## src/hw/rtl/torq_pkg.sv

```systemverilog
`timescale 1ns / 1ps
// ----------------------------------------------------------------------------
// torq_pkg
// Types, constants and key compare shared by the request queue and its cells.
// ----------------------------------------------------------------------------
package torq_pkg;

   localparam int QUEUE_DEPTH_DEF = 16;
   localparam int ID_W            = 8;
   localparam int STAMP_W         = 31;
   localparam int TYPE_W          = 4;
   localparam int OUT_COUNT_W     = 5;

   localparam logic KIND_INSERT = 1'b0;
   localparam logic KIND_CLEAR  = 1'b1;

   typedef struct packed {
      logic [ID_W-1:0]    id;
      logic [STAMP_W-1:0] stamp;
      logic [TYPE_W-1:0]  rtype;
   } entry_type;

   // broadcast to every cell each cycle
   typedef struct packed {
      logic      insert;
      entry_type entry;
   } cell_ctrl_type;

   // held key a is ordered at or before new key b
   function automatic logic key_le(entry_type a, entry_type b);
      logic res;
      if (a.stamp != b.stamp) begin
         res = (a.stamp < b.stamp);
      end else begin
         res = (a.id <= b.id);
      end
      return res;
   endfunction

endpackage

```

## src/hw/rtl/torq_cell.sv

```systemverilog
`timescale 1ns / 1ps
// ----------------------------------------------------------------------------
// torq_cell
// One slot of the sorted row: holds, takes the new request, or shifts right.
// ----------------------------------------------------------------------------
module torq_cell #(
   parameter int INDEX   = 0,
   parameter int COUNT_W = 5
) (
   input  logic                   clock,
   input  torq_pkg::cell_ctrl_type ctrl,
   input  logic [COUNT_W-1:0]     count,
   input  torq_pkg::entry_type    left_entry,
   input  logic                   left_keep,
   output torq_pkg::entry_type    entry,
   output logic                   keep
);
   import torq_pkg::*;

   entry_type entry_ff;
   entry_type entry_in;
   logic      valid;

   assign valid = (COUNT_W'(INDEX) < count);
   assign keep  = valid && key_le(entry_ff, ctrl.entry);
   assign entry = entry_ff;

   always_comb begin
      entry_in = entry_ff;
      if (ctrl.insert && !keep) begin
         // first slot past the last smaller-or-equal key takes the request
         if (left_keep) begin
            entry_in = ctrl.entry;
         end else begin
            entry_in = left_entry;
         end
      end
   end

   always_ff @(posedge clock) begin
      entry_ff <= entry_in;
   end

endmodule

```

## src/hw/rtl/timestamp_ordered_request_queue.sv

```systemverilog
`timescale 1ns / 1ps
// A request's response is registered and shows in the cycle after accept.
// Throughput: one request per cycle while req_stall is low; the cell row updates all slots at once.
// req_stall follows only a held, stalled response.
// Reset: fill count and response valid clear; slot contents stay undefined
// and are never read before written.
// ----------------------------------------------------------------------------
// timestamp_ordered_request_queue
// Bounded queue sorted by timestamp then process id, built from a cell row.
// ----------------------------------------------------------------------------
module timestamp_ordered_request_queue #(
   parameter int QUEUE_DEPTH = torq_pkg::QUEUE_DEPTH_DEF
) (
   input  logic                         clock,
   input  logic                         reset,
   input  logic                         req_valid,
   output logic                         req_stall,
   input  logic                         req_kind,
   input  logic [torq_pkg::ID_W-1:0]    req_proc_id,
   input  logic [torq_pkg::STAMP_W-1:0] req_stamp,
   input  logic [torq_pkg::TYPE_W-1:0]  req_req_kind,
   output logic                         rsp_valid,
   input  logic                         rsp_stall,
   output logic                         rsp_head_valid,
   output logic [torq_pkg::ID_W-1:0]    rsp_head_id,
   output logic [torq_pkg::STAMP_W-1:0] rsp_head_stamp,
   output logic [torq_pkg::TYPE_W-1:0]  rsp_head_kind,
   output logic [torq_pkg::OUT_COUNT_W-1:0] rsp_entry_count,
   output logic                         rsp_dropped
);
   import torq_pkg::*;

   localparam int COUNT_W = $clog2(QUEUE_DEPTH + 1);

   logic                 accept;
   logic                 full;
   logic                 do_insert;
   cell_ctrl_type        ctrl;
   entry_type            new_entry;
   entry_type            cell_entry [QUEUE_DEPTH];
   logic                 cell_keep  [QUEUE_DEPTH];

   logic [COUNT_W-1:0]   count_ff, count_in;
   logic                 rsp_valid_ff, rsp_valid_in;
   entry_type            head_ff, head_in;
   logic                 head_valid_ff, head_valid_in;
   logic                 dropped_ff, dropped_in;

   assign req_stall = rsp_valid_ff && rsp_stall;
   assign accept    = req_valid && !req_stall;
   assign full      = (count_ff == COUNT_W'(QUEUE_DEPTH));
   assign do_insert = accept && (req_kind == KIND_INSERT) && !full;

   assign new_entry.id    = req_proc_id;
   assign new_entry.stamp = req_stamp;
   assign new_entry.rtype = req_req_kind;
   assign ctrl.insert     = do_insert;
   assign ctrl.entry      = new_entry;

   for (genvar i = 0; i < QUEUE_DEPTH; i++) begin : g_cell
      if (i == 0) begin : g_first
         torq_cell #(.INDEX(i), .COUNT_W(COUNT_W)) u_cell (
            .clock      (clock),
            .ctrl       (ctrl),
            .count      (count_ff),
            .left_entry (new_entry),
            .left_keep  (1'b1),
            .entry      (cell_entry[i]),
            .keep       (cell_keep[i])
         );
      end else begin : g_rest
         torq_cell #(.INDEX(i), .COUNT_W(COUNT_W)) u_cell (
            .clock      (clock),
            .ctrl       (ctrl),
            .count      (count_ff),
            .left_entry (cell_entry[i-1]),
            .left_keep  (cell_keep[i-1]),
            .entry      (cell_entry[i]),
            .keep       (cell_keep[i])
         );
      end
   end

   always_comb begin
      count_in      = count_ff;
      rsp_valid_in  = rsp_valid_ff && rsp_stall;
      head_in       = head_ff;
      head_valid_in = head_valid_ff;
      dropped_in    = dropped_ff;
      if (accept) begin
         rsp_valid_in = 1'b1;
         dropped_in   = 1'b0;
         if (req_kind == KIND_CLEAR) begin
            count_in = '0;
         end else if (full) begin
            dropped_in = 1'b1;
         end else begin
            count_in = count_ff + COUNT_W'(1);
         end
         // head after this request, taken from slot 0's next value
         if (do_insert && !cell_keep[0]) begin
            head_in = new_entry;
         end else begin
            head_in = cell_entry[0];
         end
         head_valid_in = (count_in != '0);
         if (!head_valid_in) begin
            head_in = '0;
         end
      end
   end

   always_ff @(posedge clock) begin
      if (reset) begin
         count_ff     <= '0;
         rsp_valid_ff <= 1'b0;
      end else begin
         count_ff     <= count_in;
         rsp_valid_ff <= rsp_valid_in;
      end
      head_ff       <= head_in;
      head_valid_ff <= head_valid_in;
      dropped_ff    <= dropped_in;
   end

   assign rsp_valid       = rsp_valid_ff;
   assign rsp_head_valid  = head_valid_ff;
   assign rsp_head_id     = head_ff.id;
   assign rsp_head_stamp  = head_ff.stamp;
   assign rsp_head_kind   = head_ff.rtype;
   assign rsp_entry_count = OUT_COUNT_W'(count_ff);
   assign rsp_dropped     = dropped_ff;

`ifndef SYNTH
   a_count_bound: assert property (@(posedge clock) disable iff (reset)
      count_ff <= COUNT_W'(QUEUE_DEPTH))
      else $error("fill count above queue depth");

   a_clear_empties: assert property (@(posedge clock) disable iff (reset)
      (accept && req_kind == KIND_CLEAR) |=> (count_ff == '0 && rsp_valid_ff))
      else $error("clear did not empty the queue");

   a_drop_only_full: assert property (@(posedge clock) disable iff (reset)
      (rsp_valid_ff && dropped_ff) |-> full)
      else $error("drop reported on a queue that is not full");

   a_head_matches_count: assert property (@(posedge clock) disable iff (reset)
      rsp_valid_ff |-> (head_valid_ff == (count_ff != '0)))
      else $error("head valid disagrees with fill count");
`endif

endmodule
```

## config.mk

```make
export PLATFORM = sky130hd
export DESIGN_NAME = timestamp_ordered_request_queue
export DESIGN_NICKNAME = d
export VERILOG_FILES = /design/src/hw/rtl/torq_pkg.sv /design/src/hw/rtl/torq_cell.sv /design/src/hw/rtl/timestamp_ordered_request_queue.sv
export SDC_FILE = /design/constraint.sdc
export NUM_CORES = 1
export LEC_CHECK = 0
export BUFFER_PORTS_ARGS = -buffer_cell sky130_fd_sc_hd__buf_2
export CORE_ASPECT_RATIO = 0.75
export CORE_MARGIN = 1
export CORE_UTILIZATION = 60
export CTS_BUF_LIST = sky130_fd_sc_hd__clkbuf_8
export CTS_CLUSTER_SIZE = 8
export DETAILED_ROUTE_END_ITERATION = 10
export GPL_TIMING_DRIVEN = 0
export HOLD_SLACK_MARGIN = 0.05
export PLACE_DENSITY = 0.93
export SYNTH_ARGS = -nofsm -noshare
export SYNTH_HDL_FRONTEND = slang
export SYNTH_SLANG_ARGS = --single-unit
```

## constraint.sdc

```tcl
create_clock -name clock -period 8.6 [get_ports clock]
set_clock_uncertainty 0.1 [all_clocks]
set_input_delay 2.58 -clock clock [delete_from_list [all_inputs] [get_ports clock]]
set_output_delay 2.58 -clock clock [all_outputs]
set_load 0.05 [all_outputs]
```

Yosys cells after proc, flatten, opt, wreduce, memory -nomap -nowiden
Cells that the tools add are included.

Bits in registers: 94. Input port bits: 48. Logic and storage cells: 34.

Magnitude comparators: 3. Bitwise logic cells: 1. Reduce and logical (&&, ||, !) cells: 10. Add/sub/neg operators: 1. Muxes and demuxes: 7. Equality and inequality tests: 2.

Operators by type and width (count): 43-bit two-way mux (1); 31-bit less-than comparator (1); 31-bit != test (1); 5-bit two-way mux (3); 8-bit less-or-equal comparator (1); 1-bit logical AND (6); 5-bit by 1-bit adder with 5-bit output, second input constant (1); 5-bit equality test, second input constant (1); 1-bit by 5-bit less-than comparator with 1-bit output, first input constant (1); 5-bit nonzero test (1); 1-bit zero test (3); 1-bit two-way mux (3); 1-bit inverter (1).

Longest topological paths before layout
Word-level depth: 7. Gate-level depth with buffers: 10. Mapped depth without buffers: 9.

Cells and area by module
A second synthesis with hierarchy kept.

Cells, all modules: 430. Area total of the unflattened synthesis: 5481.5 µm².

By module, submodules not included: torq_cell (area each 2850.2 µm², times used 1, cells each 233); timestamp_ordered_request_queue (area each 2631.3 µm², times used 1, cells each 197).

Worst setup path after synthesis
No wires, ideal clock.

Path type: in2out. From: input port rsp_stall. To: output port req_stall. Arrival: 2971 ps. Path slack: 2949 ps. Path buffers: 0. Stages on the path: 2. Cells stage by stage: nand2_1 inv_1.

Word-level cells in the longest chain between the ends: 1.

RTL lines: from (decl) (RTL line timestamp_ordered_request_queue.sv:23) `input logic rsp_stall,`; 1-bit logical AND (RTL line timestamp_ordered_request_queue.sv:49) `assign req_stall = rsp_valid_ff && rsp_stall;`; to (decl) (RTL line timestamp_ordered_request_queue.sv:17) `output logic req_stall,`.

No other way between the ends.

Final worst setup path
Ends and elaborated chain as after synthesis.

==> out/results.ini <==
[logic_synthesis]
netlist_instances = 470
synthFlopType = dfxtp_1
yosysWarningCount = 0
yosys-top-cells-count = nand2_1, dfxtp_1, edfxtp_1, inv_1, mux2i_1
syn_nets = 559
synth_area_per_cell_um2 = 10.9
synthArstFlopShare_pct = 0
ys_ff_latch = 94
synth_most_common_cell = nand2_1
synth.area.top_cells = edfxtp_1, dfxtp_1, mux2_4
ys_types = 44
synth-edff-count = 45
syn_area_um2 = 5130
netlist.area_leader.share_pct = 26.3
yosysTopAreaCell = edfxtp_1
yosysSeqAreaShare_pct = 45.4

[critical_path]
rr_endpoint = rsp_head_stamp[18]$_SDFFCE_PN0P_
cp.depth = 4
cp_cell_sequence = buf_2 -> nand2_1 -> inv_1 -> buf_2
worst_path_largest_cell_delay_ns = 0.26
reg2reg_slack_ns = 5.55
critPathLaunchType = input port
end_kind = primary output
startpoint = rsp_stall
cp_top_family = buffers and inverters
worstReg2RegStart = rsp_entry_count[0]$_SDFFE_PP0P_
cp_max_fo = 2
cp-endpoint = req_stall
critical_path_arrival_ns = 3.05
critPathBufInv = 3
ff2ff_path_depth = 8
cp_common_cell = buf_2
worstPathRequired_ns = 5.92
crit_slowest_cell = buf_2
setup.worst_path.class = input port to primary output

[clock_tree]
clkLatencyLatePin_ns = 0.37
cts_tree = done
clk_pin_slew_ns = 0.09
cts-htree-levels = 3
cts.sinks = 94
ctsHoldBuffers = 0
cts_resized = 0
postCtsSetupBuffers = 0
cts_buffer_depth = 2
numCtsBuffers = 9
clockRootBuffer = clkbuf_8

[sta]
fmax_ghz = 0.174
slew_headroom_pct = 43.8
setup_viol = 0
rsz0062_at_grt = no
worst_pin_slew_ns = 0.840
slew_violations = 0
whs_ns = 0.406
setup_tns_ns = 0
fin_crit_sh_pct = 66.7
period_needed_ns = 5.73
final_hold_viol_count = 0

[placed_design]
portBuffers = 98
gp_congestion = 0.775
placed_area_um2 = 5780
hpwl_um = 8270

[floorplan]
fp.coreArea_um2 = 8090
initial_core_util_pct = 63.5
rows = 28
die_area_um2 = 8940
fp.dieH_um = 82.1
die_x_um = 109
io_pins = 100

[power]
power.leakage_nw = 2.80
powerDensity_nw_per_um2 = 214
ir_worst_vdd_uv = 131

[global_route]
antenna_found_initial = 0
first_global_vias = 3824
grt_pass1_wl_um = 18300
grt_max_degree = 25
track_usage_pct = 26.9
gr-total-overflow = 0

[min_path]
worstHoldPathType = flip-flop to flip-flop

[detailed_routing]
via_count = 3758
drt-total-wl_um = 11100
wl_per_cell_um = 16.0
drcViolationCount = 0
postRouteAntennaNets = 0
drt_first_pass_iters = 4
drt-initial-drc-count = 155
via_per_inst = 5.45

[finish]
nNetsFinal = 669
area_growth_syn_to_layout_pct = 16.5
final_design_area_no_fill_um2 = 5980
insertedDiodeCount = 0
drive_above_1_share_pct = 29.9

[run_status]
status = finished, final reports clean

[run]
drv_cap = 0

==> worst reg2reg max path, stage by stage, from the launching register on <==
cell and delay (ns):
dfxtp_1 0.53, inv_1 0.14, ha_1 0.23, nand3_1 0.14, nor3b_1 0.71, o31ai_4 0.23, nor2_8 0.26, buf_4 0.26
mux2i_1 0.27
==> flip-flops by register name, summed over array words and instances, names as in the netlist <==
| signal | flops |
|---|---|
| rsp_entry_count | 5 |
| rsp_head_valid | 1 |
| rsp_head_stamp | 31 |
| rsp_valid | 1 |
| rsp_head_id | 8 |
| rsp_dropped | 1 |
| g_cell.g_first.u_cell.entry | 43 |
| rsp_head_kind | 4 |
==> per-stage QoR <==
| step | std cells | utilization, % | power [mW] | setup WS, ns |
|---|---|---|---|---|
| after floorplan | 470 | - | 0.890 | 2.95 |
| after global placement | 673 | 71.1 | 0.962 | 2.90 |
| after detailed placement | 674 | 71.5 | 0.986 | 2.86 |
| after CTS | 690 | 73.9 | 1.28 | 2.86 |
| after global routing | 690 | 73.9 | 1.35 | 2.83 |
| final | 690 | 73.9 | 1.28 | 2.87 |
==> placed cells by master, fill, tap and decap left out, types with 2 or more instances in the layout <==
cell type | netlist | routed
o21a_1 | 2 | 2
a211oi_1 | 3 | 3
a31oi_1 | 2 | 2
nor2_1 | 13 | 13
nand3_1 | 9 | 9
a21boi_0 | 2 | 2
nor3_1 | 3 | 3
xor2_1 | 2 | 2
inv_1 | 44 | 43
mux2_4 | 39 | 39
buf_4 | 5 | 5
o21ai_0 | 12 | 12
edfxtp_1 | 45 | 45
or4_1 | 2 | 2
ha_1 | 41 | 41
nand4_2 | 2 | 2
nand4_1 | 6 | 6
a21oi_1 | 18 | 18
a21o_1 | 2 | 2
buf_2 | 2 | 100
nand2_1 | 94 | 94
mux2_2 | 2 | 2
clkbuf_1 | 7 | 7
clkinvlp_4 | 0 | 3
dfxtp_1 | 49 | 49
mux2i_1 | 42 | 42
clkbuf_8 | 0 | 10
buf_6 | 4 | 4
==> final cells by class <==
cell class | instances | area (um^2)
Sequential cell | 94 | 2330
Fill cell | 574 | 2110
Clock inverter | 6 | 61.3
Clock buffer | 10 | 138
Buffer | 19 | 123
Multi-Input combinational cell | 313 | 2510
Inverter | 44 | 165
Timing Repair Buffer | 99 | 518
Tap cell | 105 | 131
==> routing by layer <==
layer / GRT usage (%) / wire, um / vias to the layer above
met2: 46.5 / 5260 / 111
met5: 0 / 0 / -
met4: 7.97 / 99 / 0
met3: 6.36 / 666 / 13
li1: - / - / 1852
met1: 33.8 / 5040 / 1782
==> logic make-up (layout without fill, tap and decap cells) <==
logic type / Yosys count / count (layout) / share of synthesized area (%)
AND/OR/NAND/NOR: 137 / 137 / 12.3
flip-flops: 94 / 94 / 45.4
multiplexers: 83 / 83 / 20.0
buffers and inverters: 63 / 178 / 5.60
AO/OA/AOI/OAI: 49 / 49 / 6.12
adder cells (fa/ha/maj): 41 / 41 / 9.99
XOR/XNOR: 3 / 3 / 0.512
==> worst min-delay path by stage <==
| stage | startpoint | end | slack (ns) | cells past startpoint |
|---|---|---|---|---|
| floorplan | g_cell[0].g_first.u_cell.entry[0]$_DFF_P_ | g_cell[0].g_first.u_cell.entry[0]$_DFF_P_ | 0.36 | 1 |
| global placement | g_cell[0].g_first.u_cell.entry[0]$_DFF_P_ | g_cell[0].g_first.u_cell.entry[0]$_DFF_P_ | 0.36 | 1 |
| detailed placement | g_cell[0].g_first.u_cell.entry[1]$_DFF_P_ | g_cell[0].g_first.u_cell.entry[1]$_DFF_P_ | 0.37 | 1 |
| CTS | g_cell[0].g_first.u_cell.entry[1]$_DFF_P_ | g_cell[0].g_first.u_cell.entry[1]$_DFF_P_ | 0.41 | 1 |
| global route | g_cell[0].g_first.u_cell.entry[1]$_DFF_P_ | g_cell[0].g_first.u_cell.entry[1]$_DFF_P_ | 0.43 | 1 |
| finish | g_cell[0].g_first.u_cell.entry[3]$_DFF_P_ | g_cell[0].g_first.u_cell.entry[3]$_DFF_P_ | 0.41 | 1 |
==> report_power, final <==
| group | total, mW | internal, mW | switching [mW] |
|---|---|---|---|
| sequential | 0.593 | 0.547 | 0.0461 |
| combinational | 0.387 | 0.162 | 0.225 |
| clock | 0.301 | 0.141 | 0.160 |
| total | 1.28 | 0.850 | 0.430 |
Note: power is estimated with default switching activity, not from simulation.
